===== config.mk =====
export PLATFORM = sky130hd
export DESIGN_NAME = escape_time_fractal_iterator_top_flat
export DESIGN_NICKNAME = d
export VERILOG_FILES = /design/src/rtl/fei_pkg.sv /design/src/rtl/fei_req_if.sv /design/src/rtl/fei_rsp_if.sv /design/src/rtl/fei_csr.sv /design/src/rtl/fei_mul.sv /design/src/rtl/fei_core.sv /design/src/rtl/escape_time_fractal_iterator_top.sv /design/src/flat_wrapper.sv
export SDC_FILE = /design/constraint.sdc
export NUM_CORES = 2
export LEC_CHECK = 0
export BUFFER_PORTS_ARGS = -buffer_cell sky130_fd_sc_hd__buf_4
export CAP_MARGIN = 5
export CORE_UTILIZATION = 60
export DETAILED_ROUTE_END_ITERATION = 10
export GPL_TIMING_DRIVEN = 0
export PLACE_DENSITY = 0.76
export SYNTH_ARGS = -nofsm -noshare
export SYNTH_HDL_FRONTEND = slang
export SYNTH_SLANG_ARGS = --single-unit

===== constraint.sdc =====
create_clock -name clock -period 16.15 [get_ports clock]
set_clock_uncertainty 0.05 [all_clocks]
set_input_delay 2.4225 -clock clock [delete_from_list [all_inputs] [get_ports clock]]
set_output_delay 2.4225 -clock clock [all_outputs]
set_load 0.05 [all_outputs]

===== src/rtl/fei_pkg.sv =====
// shared types, widths and register codes for the escape-time fractal iterator
// no dependencies; compiled first
package fei_pkg;

   // fixed widths of the number format and the register port
   localparam int VAL_WIDTH       = 32;
   localparam int PROD_WIDTH      = 64;
   localparam int STEP_WIDTH      = 31;
   localparam int MODE_WIDTH      = 2;
   localparam int LIMIT_WIDTH     = 12;
   localparam int CSR_DATA_WIDTH  = 32;
   localparam int CSR_ADDR_WIDTH  = 5;
   localparam int REG_INDEX_WIDTH = 3;

   // parameter defaults for the top level
   localparam int COORD_WIDTH_DEF = 12;
   localparam int ITER_WIDTH_DEF  = 12;
   localparam int FRAC_BITS_DEF   = 28;

   typedef logic signed [VAL_WIDTH-1:0]  val_type;
   typedef logic signed [PROD_WIDTH-1:0] prod_type;
   typedef logic [MODE_WIDTH-1:0]        mode_type;
   typedef logic [REG_INDEX_WIDTH-1:0]   reg_index_type;

   // saturation bounds of a coordinate, held wide
   localparam prod_type VAL_MAX_WIDE = (prod_type'(1) <<< (VAL_WIDTH - 1)) - prod_type'(1);
   localparam prod_type VAL_MIN_WIDE = -(prod_type'(1) <<< (VAL_WIDTH - 1));

   // fractal modes
   localparam mode_type MODE_MANDELBROT = 2'd0;
   localparam mode_type MODE_JULIA      = 2'd1;
   localparam mode_type MODE_JULIA_ABS  = 2'd2;

   // register indexes
   localparam reg_index_type REG_FRACTAL_MODE    = 3'd0;
   localparam reg_index_type REG_PIXEL_STEP      = 3'd1;
   localparam reg_index_type REG_CENTER_REAL     = 3'd2;
   localparam reg_index_type REG_CENTER_IMAG     = 3'd3;
   localparam reg_index_type REG_JULIA_REAL      = 3'd4;
   localparam reg_index_type REG_JULIA_IMAG      = 3'd5;
   localparam reg_index_type REG_ITERATION_LIMIT = 3'd6;

   // register reset values
   localparam logic [STEP_WIDTH-1:0]  PIXEL_STEP_RESET      = 31'd1342177;
   localparam logic [LIMIT_WIDTH-1:0] ITERATION_LIMIT_RESET = 12'd64;

   // configuration as seen by the core
   typedef struct packed {
      mode_type                fractal_mode;
      logic [STEP_WIDTH-1:0]   pixel_step;
      val_type                 center_real;
      val_type                 center_imag;
      val_type                 julia_real;
      val_type                 julia_imag;
      logic [LIMIT_WIDTH-1:0]  iteration_limit;
   } cfg_type;

endpackage


===== src/rtl/fei_req_if.sv =====
// pixel word channel: valid/ready handshake with the pixel coordinate pair
// standalone interface, no package needed
interface fei_req_if #(
   parameter int COORD_WIDTH = 12
);
   logic                          valid;
   logic                          ready;
   logic signed [COORD_WIDTH-1:0] pixel_x;
   logic signed [COORD_WIDTH-1:0] pixel_y;

   modport source (output valid, output pixel_x, output pixel_y, input ready);
   modport sink   (input valid, input pixel_x, input pixel_y, output ready);
endinterface


===== src/rtl/fei_rsp_if.sv =====
// result word channel: valid/ready handshake with the iteration count
// standalone interface, no package needed
interface fei_rsp_if #(
   parameter int ITER_WIDTH = 12
);
   logic                  valid;
   logic                  ready;
   logic [ITER_WIDTH-1:0] iteration_count;

   modport source (output valid, output iteration_count, input ready);
   modport sink   (input valid, input iteration_count, output ready);
endinterface


===== src/rtl/fei_csr.sv =====
// configuration registers behind an apb-style port
// depends on fei_pkg
module fei_csr (
   input  logic                                clock,
   input  logic                                reset,
   input  logic                                psel,
   input  logic                                penable,
   input  logic                                pwrite,
   input  logic [fei_pkg::CSR_ADDR_WIDTH-1:0]  paddr,
   input  logic [fei_pkg::CSR_DATA_WIDTH-1:0]  pwdata,
   output logic [fei_pkg::CSR_DATA_WIDTH-1:0]  prdata,
   output logic                                pready,
   output fei_pkg::cfg_type                    cfg
);
   import fei_pkg::*;

   cfg_type       cfg_ff;
   cfg_type       cfg_in;
   reg_index_type index;
   logic          wr_en;

   assign pready = 1'b1;
   assign index  = paddr[CSR_ADDR_WIDTH-1:2];
   assign wr_en  = psel && penable && pwrite;
   assign cfg    = cfg_ff;

   // register write decode
   always_comb begin
      cfg_in = cfg_ff;
      if (wr_en) begin
         case (index)
            REG_FRACTAL_MODE:    cfg_in.fractal_mode    = pwdata[MODE_WIDTH-1:0];
            REG_PIXEL_STEP:      cfg_in.pixel_step      = pwdata[STEP_WIDTH-1:0];
            REG_CENTER_REAL:     cfg_in.center_real     = signed'(pwdata);
            REG_CENTER_IMAG:     cfg_in.center_imag     = signed'(pwdata);
            REG_JULIA_REAL:      cfg_in.julia_real      = signed'(pwdata);
            REG_JULIA_IMAG:      cfg_in.julia_imag      = signed'(pwdata);
            REG_ITERATION_LIMIT: cfg_in.iteration_limit = pwdata[LIMIT_WIDTH-1:0];
            default: ;
         endcase
      end
   end

   // register read mux
   always_comb begin
      case (index)
         REG_FRACTAL_MODE:    prdata = CSR_DATA_WIDTH'(cfg_ff.fractal_mode);
         REG_PIXEL_STEP:      prdata = CSR_DATA_WIDTH'(cfg_ff.pixel_step);
         REG_CENTER_REAL:     prdata = unsigned'(cfg_ff.center_real);
         REG_CENTER_IMAG:     prdata = unsigned'(cfg_ff.center_imag);
         REG_JULIA_REAL:      prdata = unsigned'(cfg_ff.julia_real);
         REG_JULIA_IMAG:      prdata = unsigned'(cfg_ff.julia_imag);
         REG_ITERATION_LIMIT: prdata = CSR_DATA_WIDTH'(cfg_ff.iteration_limit);
         default:             prdata = '0;
      endcase
   end

   always_ff @(posedge clock) begin
      if (reset) begin
         cfg_ff <= '{fractal_mode:    MODE_MANDELBROT,
                     pixel_step:      PIXEL_STEP_RESET,
                     center_real:     '0,
                     center_imag:     '0,
                     julia_real:      '0,
                     julia_imag:      '0,
                     iteration_limit: ITERATION_LIMIT_RESET};
      end else begin
         cfg_ff <= cfg_in;
      end
   end

endmodule


===== src/rtl/fei_mul.sv =====
// shared signed 32x32 multiplier with registered 64-bit product
// depends on fei_pkg
module fei_mul (
   input  logic              clock,
   input  fei_pkg::val_type  mul_a,
   input  fei_pkg::val_type  mul_b,
   output fei_pkg::prod_type mul_p
);
   import fei_pkg::*;

   prod_type prod_ff;
   prod_type prod_in;

   // exact product, operands sign-extended by context
   assign prod_in = mul_a * mul_b;
   assign mul_p   = prod_ff;

   always_ff @(posedge clock) begin
      prod_ff <= prod_in;
   end

endmodule


===== src/rtl/fei_core.sv =====
// sequencer and datapath: pixel mapping and the z = z*z + c loop on one multiplier
// depends on fei_pkg, fei_req_if, fei_rsp_if
module fei_core #(
   parameter int COORD_WIDTH = fei_pkg::COORD_WIDTH_DEF,
   parameter int ITER_WIDTH  = fei_pkg::ITER_WIDTH_DEF,
   parameter int FRAC_BITS   = fei_pkg::FRAC_BITS_DEF
) (
   input  logic              clock,
   input  logic              reset,
   input  fei_pkg::cfg_type  cfg,
   fei_req_if.sink           req,
   fei_rsp_if.source         rsp,
   output fei_pkg::val_type  mul_a,
   output fei_pkg::val_type  mul_b,
   input  fei_pkg::prod_type mul_p
);
   import fei_pkg::*;

   localparam int ESC_SHIFT = 2 * FRAC_BITS + 2;

   typedef enum logic [7:0] {
      ST_IDLE   = 8'b0000_0001,
      ST_MAP    = 8'b0000_0010,
      ST_INIT   = 8'b0000_0100,
      ST_SQ_RE  = 8'b0000_1000,
      ST_SQ_IM  = 8'b0001_0000,
      ST_CROSS  = 8'b0010_0000,
      ST_UPDATE = 8'b0100_0000,
      ST_FINISH = 8'b1000_0000
   } state_type;

   function automatic val_type sat_val(input prod_type v);
      if (v > VAL_MAX_WIDE) begin
         return VAL_WIDTH'(VAL_MAX_WIDE);
      end else if (v < VAL_MIN_WIDE) begin
         return VAL_WIDTH'(VAL_MIN_WIDE);
      end
      return VAL_WIDTH'(v);
   endfunction

   state_type                     state_ff, state_in;
   logic signed [COORD_WIDTH-1:0] py_ff, py_in;
   val_type                       pr_ff, pr_in;
   val_type                       zr_ff, zr_in;
   val_type                       zi_ff, zi_in;
   val_type                       cr_ff, cr_in;
   val_type                       ci_ff, ci_in;
   prod_type                      rr_ff, rr_in;
   prod_type                      ii_ff, ii_in;
   logic [ITER_WIDTH-1:0]         n_ff, n_in;
   logic                          rsp_valid_ff, rsp_valid_in;
   logic [ITER_WIDTH-1:0]         count_ff, count_in;

   logic [ITER_WIDTH-1:0]         limit;
   val_type                       step_val;
   val_type                       pi_val;
   val_type                       neg_pr;
   val_type                       upd_re;
   val_type                       upd_im;
   logic [PROD_WIDTH-1:0]         mag_sum;
   logic                          escaped;
   logic                          rsp_free;
   logic                          load_rsp;

   assign limit    = ITER_WIDTH'(cfg.iteration_limit);
   assign step_val = signed'({1'b0, cfg.pixel_step});

   // mapped imaginary part, product of py and step is on the multiplier output
   assign pi_val = sat_val(mul_p + prod_type'(cfg.center_imag));
   assign neg_pr = sat_val(-prod_type'(pr_ff));

   // escape test: rr is registered, ii is on the multiplier output
   assign mag_sum = unsigned'(rr_ff) + unsigned'(mul_p);
   assign escaped = (mag_sum >> ESC_SHIFT) != '0;

   // next z: real from squares, imaginary from cross product on the multiplier output
   assign upd_re = sat_val(((rr_ff - ii_ff) >>> FRAC_BITS) + prod_type'(cr_ff));
   assign upd_im = sat_val((mul_p >>> (FRAC_BITS - 1)) + prod_type'(ci_ff));

   // output register handshake
   assign rsp_free            = !rsp_valid_ff || rsp.ready;
   assign load_rsp            = (state_ff == ST_FINISH) && rsp_free;
   assign rsp_valid_in        = load_rsp || (rsp_valid_ff && !rsp.ready);
   assign count_in            = load_rsp ? n_ff : count_ff;
   assign rsp.valid           = rsp_valid_ff;
   assign rsp.iteration_count = count_ff;
   assign req.ready           = (state_ff == ST_IDLE);

   // multiplier operand select
   always_comb begin
      case (state_ff)
         ST_IDLE: begin
            mul_a = val_type'(req.pixel_x);
            mul_b = step_val;
         end
         ST_MAP: begin
            mul_a = val_type'(py_ff);
            mul_b = step_val;
         end
         ST_SQ_RE: begin
            mul_a = zr_ff;
            mul_b = zr_ff;
         end
         ST_SQ_IM: begin
            mul_a = zi_ff;
            mul_b = zi_ff;
         end
         default: begin
            mul_a = zr_ff;
            mul_b = zi_ff;
         end
      endcase
   end

   // sequencer
   always_comb begin
      state_in = state_ff;
      py_in    = py_ff;
      pr_in    = pr_ff;
      zr_in    = zr_ff;
      zi_in    = zi_ff;
      cr_in    = cr_ff;
      ci_in    = ci_ff;
      rr_in    = rr_ff;
      ii_in    = ii_ff;
      n_in     = n_ff;
      case (state_ff)
         ST_IDLE: begin
            if (req.valid) begin
               py_in    = req.pixel_y;
               state_in = ST_MAP;
            end
         end
         ST_MAP: begin
            pr_in    = sat_val(mul_p + prod_type'(cfg.center_real));
            state_in = ST_INIT;
         end
         ST_INIT: begin
            n_in = '0;
            if (cfg.fractal_mode == MODE_MANDELBROT) begin
               zr_in = '0;
               zi_in = '0;
               cr_in = pr_ff;
               ci_in = pi_val;
            end else begin
               zr_in = (cfg.fractal_mode == MODE_JULIA_ABS && pr_ff < 0) ? neg_pr : pr_ff;
               zi_in = pi_val;
               cr_in = cfg.julia_real;
               ci_in = cfg.julia_imag;
            end
            state_in = ST_SQ_RE;
         end
         ST_SQ_RE: begin
            state_in = ST_SQ_IM;
         end
         ST_SQ_IM: begin
            rr_in    = mul_p;
            state_in = ST_CROSS;
         end
         ST_CROSS: begin
            ii_in = mul_p;
            if (escaped || n_ff >= limit) begin
               state_in = ST_FINISH;
            end else begin
               state_in = ST_UPDATE;
            end
         end
         ST_UPDATE: begin
            zr_in    = upd_re;
            zi_in    = upd_im;
            n_in     = ITER_WIDTH'(n_ff + 1'b1);
            state_in = ST_SQ_RE;
         end
         ST_FINISH: begin
            if (rsp_free) begin
               state_in = ST_IDLE;
            end
         end
         default: begin
            state_in = ST_IDLE;
         end
      endcase
   end

   // control state
   always_ff @(posedge clock) begin
      if (reset) begin
         state_ff     <= ST_IDLE;
         rsp_valid_ff <= 1'b0;
      end else begin
         state_ff     <= state_in;
         rsp_valid_ff <= rsp_valid_in;
      end
   end

   // datapath registers
   always_ff @(posedge clock) begin
      py_ff    <= py_in;
      pr_ff    <= pr_in;
      zr_ff    <= zr_in;
      zi_ff    <= zi_in;
      cr_ff    <= cr_in;
      ci_ff    <= ci_in;
      rr_ff    <= rr_in;
      ii_ff    <= ii_in;
      n_ff     <= n_in;
      count_ff <= count_in;
   end

endmodule


===== src/rtl/escape_time_fractal_iterator_top.sv =====
// Escape-time fractal iterator (Mandelbrot, Julia, Julia with |Re z0|) in signed fixed
// point with FRAC_BITS fraction bits in 32-bit coordinates. Each pixel word is mapped to
// the plane as pixel * pixel_step + center and z = z*z + c is iterated while |z|^2 < 4 and
// the count is below iteration_limit; one result word carries the count. All products go
// through a single registered 32x32 multiplier, three per iteration; an iteration steps through
// the states SQ_RE, SQ_IM, CROSS and UPDATE in that order. One pixel is worked at a time;
// the result sits in an output register, so a new pixel may be accepted before it is taken.
// depends on fei_pkg, fei_req_if, fei_rsp_if, fei_csr, fei_mul, fei_core
module escape_time_fractal_iterator_top #(
   parameter int COORD_WIDTH = fei_pkg::COORD_WIDTH_DEF,
   parameter int ITER_WIDTH  = fei_pkg::ITER_WIDTH_DEF,
   parameter int FRAC_BITS   = fei_pkg::FRAC_BITS_DEF
) (
   input  logic                               clock,
   input  logic                               reset,
   fei_req_if.sink                            req_chan,
   fei_rsp_if.source                          rsp_chan,
   input  logic                               csr_psel,
   input  logic                               csr_penable,
   input  logic                               csr_pwrite,
   input  logic [fei_pkg::CSR_ADDR_WIDTH-1:0] csr_paddr,
   input  logic [fei_pkg::CSR_DATA_WIDTH-1:0] csr_pwdata,
   output logic [fei_pkg::CSR_DATA_WIDTH-1:0] csr_prdata,
   output logic                               csr_pready
);
   import fei_pkg::*;

   cfg_type  cfg;
   val_type  mul_a;
   val_type  mul_b;
   prod_type mul_p;

   // configuration registers
   fei_csr u_csr (
      .clock   (clock),
      .reset   (reset),
      .psel    (csr_psel),
      .penable (csr_penable),
      .pwrite  (csr_pwrite),
      .paddr   (csr_paddr),
      .pwdata  (csr_pwdata),
      .prdata  (csr_prdata),
      .pready  (csr_pready),
      .cfg     (cfg)
   );

   // shared multiplier
   fei_mul u_mul (
      .clock (clock),
      .mul_a (mul_a),
      .mul_b (mul_b),
      .mul_p (mul_p)
   );

   // iteration sequencer
   fei_core #(
      .COORD_WIDTH (COORD_WIDTH),
      .ITER_WIDTH  (ITER_WIDTH),
      .FRAC_BITS   (FRAC_BITS)
   ) u_core (
      .clock (clock),
      .reset (reset),
      .cfg   (cfg),
      .req   (req_chan),
      .rsp   (rsp_chan),
      .mul_a (mul_a),
      .mul_b (mul_b),
      .mul_p (mul_p)
   );

endmodule

===== src/flat_wrapper.sv =====
// flat-port wrapper written by rule: the top's interface ports become plain ports
module escape_time_fractal_iterator_top_flat import fei_pkg::*;
#(
   parameter int COORD_WIDTH = fei_pkg::COORD_WIDTH_DEF,
   parameter int ITER_WIDTH  = fei_pkg::ITER_WIDTH_DEF,
   parameter int FRAC_BITS   = fei_pkg::FRAC_BITS_DEF
)
  (clock, reset, csr_psel, csr_penable, csr_pwrite, csr_paddr, csr_pwdata, csr_prdata, csr_pready, req_chan_valid, req_chan_pixel_x, req_chan_pixel_y, req_chan_ready, rsp_chan_valid, rsp_chan_iteration_count, rsp_chan_ready);
  fei_req_if #(.COORD_WIDTH(COORD_WIDTH)) req_chan_i ();
  fei_rsp_if #(.ITER_WIDTH(ITER_WIDTH)) rsp_chan_i ();
  input  logic clock;
  input  logic reset;
  input  logic csr_psel;
  input  logic csr_penable;
  input  logic csr_pwrite;
  input  logic [fei_pkg::CSR_ADDR_WIDTH-1:0] csr_paddr;
  input  logic [fei_pkg::CSR_DATA_WIDTH-1:0] csr_pwdata;
  output logic [fei_pkg::CSR_DATA_WIDTH-1:0] csr_prdata;
  output logic csr_pready;
  input wire logic [$bits(req_chan_i.valid)-1:0] req_chan_valid;
  input wire logic [$bits(req_chan_i.pixel_x)-1:0] req_chan_pixel_x;
  input wire logic [$bits(req_chan_i.pixel_y)-1:0] req_chan_pixel_y;
  output wire logic [$bits(req_chan_i.ready)-1:0] req_chan_ready;
  output wire logic [$bits(rsp_chan_i.valid)-1:0] rsp_chan_valid;
  output wire logic [$bits(rsp_chan_i.iteration_count)-1:0] rsp_chan_iteration_count;
  input wire logic [$bits(rsp_chan_i.ready)-1:0] rsp_chan_ready;
  assign req_chan_i.valid = req_chan_valid;
  assign req_chan_i.pixel_x = req_chan_pixel_x;
  assign req_chan_i.pixel_y = req_chan_pixel_y;
  assign req_chan_ready = req_chan_i.ready;
  assign rsp_chan_valid = rsp_chan_i.valid;
  assign rsp_chan_iteration_count = rsp_chan_i.iteration_count;
  assign rsp_chan_i.ready = rsp_chan_ready;
  escape_time_fractal_iterator_top #(.COORD_WIDTH(COORD_WIDTH), .ITER_WIDTH(ITER_WIDTH), .FRAC_BITS(FRAC_BITS)) u_core (.clock(clock), .reset(reset), .req_chan(req_chan_i), .rsp_chan(rsp_chan_i), .csr_psel(csr_psel), .csr_penable(csr_penable), .csr_pwrite(csr_pwrite), .csr_paddr(csr_paddr), .csr_pwdata(csr_pwdata), .csr_prdata(csr_prdata), .csr_pready(csr_pready));
endmodule

==> metrics.txt <==
status=finished with violations; failing checks=max-capacitance violations, max-slew violations; dominant synthesized flop cell=edfxtp_1; most frequent CP cell=fa_1; RSZ-0062 raised after global routing=false; CTS tree=yes; Nets=10,200; Seq cells post-synth=570; WP data arrival=14.50 ns; Synth-to-Final Area Change=7.42%; post-synth top area share=29.4%; crit path buf inv count=7; met2 routed WL=124,000 um; initial cell density of the core=60.6%; RD Place Congestion=1.08; routed length per instance=28.3 um; row count=128; count leader, synth=nand2_1; Setup CP Type=flop to flop; crit path max fanout=10; Yosys cell types=97; syn nets=9,986; antenna violations before repair=30; die width=353 um; mapped cell area=73,900 sq um; htree depth=2; clock tree buffer depth=3; minimum clock period=13.97 ns; Synth top cells by count=nand2_1 (1,201), inv_1 (1,139), fa_1 (1,086), nor2_1 (784), a21oi_1 (579); achievable frequency=71.6 MHz; number of CTS-inserted buffers=58; DR pass1 iterations=7; crit end category=flop; I/O pin cnt=115; max-cap viol count=1; area of the multi-input gates=53,600 sq um; WL met3=35,900 um; post-route setup TNS=0 ns; # hold bufs at CTS=0; DPL Wire Length=242,000 um; crit path launch type=flop; setup violators final=0; Post-CTS Setup Inserts=0; Iter 0 DRT Violations=7,470; DRC viols=0; vias in the first global route=65,400; Yosys top cell by area=fa_1; DR vias/cell=6.42; fraction of layout cells with a size suffix above 1=4.55%; grt ovf=0; Met1 Wirelength=101,000 um; Ys Warns=0; GR Util All Layers=46.4%; Avg Inst Size Synth=8.89 sq um; CTS Root Cell=clkbuf_16; top post-synthesis cells by area=fa_1 (29%), edfxtp_1 (13%), ha_1 (8.8%), dfxtp_1 (6.7%), nand2_1 (6.1%); post-cts sizing count=0; Fillers=10,400; ANT nets after route=0; Final Max Slew Viols=13; worst-margin pin slew=1.50 ns; Worst path top cell family by delay=adder cells; total number of vias=65,500; core area=122,000 sq um; routed wire length=289,000 um; worst skew pair latency=0.69 ns; Seq/Total Area, Yosys=19.8%; CTS Sinks=570; Syn Inst Count=8,310; I/O Buffers=109; ys async rst share=0%; Final period util=86.5%; first-pass GRT wire length=422,000 um; die area=125,000 sq um; normalized max-slew margin=-0.110%; Hold Path Class=flop to flop; Crit-path slowest cell=nor3_1; CP required=16.68 ns; top layer in use=met5; final hold viol count=0; EDFF count, synth=324; sequential cell area=14,700 sq um; CP max stage delay=0.88 ns; r2r setup slk=2.18 ns; clk slew on worst S/H paths=0.07 ns; Die Height=353 um; largest net degree at the start of global routing=77
==> cell usage in the layout, fill, tap and decap left out, types with 43 or more instances in the layout <==
master,Yosys,layout
nor2_1,784,784
fa_1,1086,1086
dfxtp_1,246,244
a221o_1,82,82
a31oi_1,43,43
xor2_1,114,114
mux2i_1,47,47
ha_1,522,522
nand2b_1,57,57
a21o_1,208,208
nor3_1,76,76
clkbuf_16,0,58
o211ai_1,44,44
inv_1,1139,1139
o21a_1,45,45
xnor2_1,180,180
o21bai_1,51,51
nand3_1,110,110
o21ai_0,274,274
nand4_1,71,71
and3_1,51,51
buf_4,1,123
nor2b_1,44,44
clkbuf_1,323,327
nand2_1,1201,1201
and2_1,55,55
a21oi_1,579,573
edfxtp_1,324,324
==> worst reg2reg max path: cells and delay by family, from the launching register on <==
kind	cells	cell delay, ns
flip-flops	1	0.34
XOR/XNOR	1	0.18
AO/OA/AOI/OAI	8	2.11
buffers and inverters	7	2.60
AND/OR/NAND/NOR	11	4.11
adder cells (fa/ha/maj)	9	4.50
==> logic make-up after synthesis <==
| kind of cell | count (synthesis) | synth area share (%) |
|---|---|---|
| and+or+nand+nor | 2578 | 15.0 |
| xor gates and xnor gates | 294 | 3.48 |
| DFF | 570 | 19.8 |
| other | 1 | 0.00507 |
| AOI/OAI and AO/OA | 1674 | 14.8 |
| muxes | 60 | 0.850 |
| adders and majority gates | 1608 | 38.3 |
| buffers and inverters | 1525 | 7.85 |
==> state kept, by name, indices dropped and copies added, names as in the netlist <==
signal and cells:
u_core.u_csr.cfg 173, u_core.u_core.ii_ff 64, u_core.u_core.rr_ff 64, u_core.u_mul.mul_p 64, u_core.u_core.ci_ff 32, u_core.u_core.cr_ff 32
u_core.u_core.pr_ff 32, u_core.u_core.zi_ff 32, u_core.u_core.zr_ff 32, u_core.u_core.n_ff 12, u_core.u_core.py_ff 12, u_core.u_core.rsp.iteration_count 12
u_core.u_core.state_ff 8, u_core.u_core.rsp.valid 1
==> worst paths after layout <==
| check | startpoint | end | cells after the start |
|---|---|---|---|
| max | u_core.u_core.state_ff[3] | u_core.u_mul.mul_p[62] | 36 |
| min | u_core.u_csr.cfg[91] | u_core.u_csr.cfg[91] | 2 |
| max reg2reg | u_core.u_core.state_ff[3] | u_core.u_mul.mul_p[62] | 36 |
| min reg2reg | u_core.u_csr.cfg[91] | u_core.u_csr.cfg[91] | 2 |
==> layout make-up <==
class / count / area share, %
buffer: 385 / 1.92
sequential: 570 / 18.5
antenna: 12 / 0.0378
timing repair buffer: 152 / 1.64
multi-input combinational: 6215 / 67.5
clock inverter: 43 / 0.591
clock buffer: 67 / 1.91
tap: 1625 / 2.56
inverter: 1140 / 5.39
==> per-stage QoR <==
step	hold WS [ns]	instance area [sq um]	utilization, %	setup WS (ns)	instances
after floorplan	0.394	73900	-	5.43	8310
after global placement	0.409	76700	62.9	0.939	10000
after detailed placement	0.424	77300	63.4	2.38	10100
after CTS	0.434	79300	65.0	2.65	10200
after global routing	0.457	79400	65.0	1.71	10200
final	0.435	79400	65.0	2.18	10200
==> per-layer routing <==
| layer | vias to the layer above | global-route usage (%) |
|---|---|---|
| li1 | 27900 | - |
| met1 | 32000 | 57.3 |
| met5 | - | 0 |
| met4 | 28 | 35.5 |
| met2 | 4414 | 70.0 |
| met3 | 1142 | 12.1 |
Power is left out: the tool's default activity adds up to more than one toggle a clock period on the data nets, which glitch-free logic cannot reach.
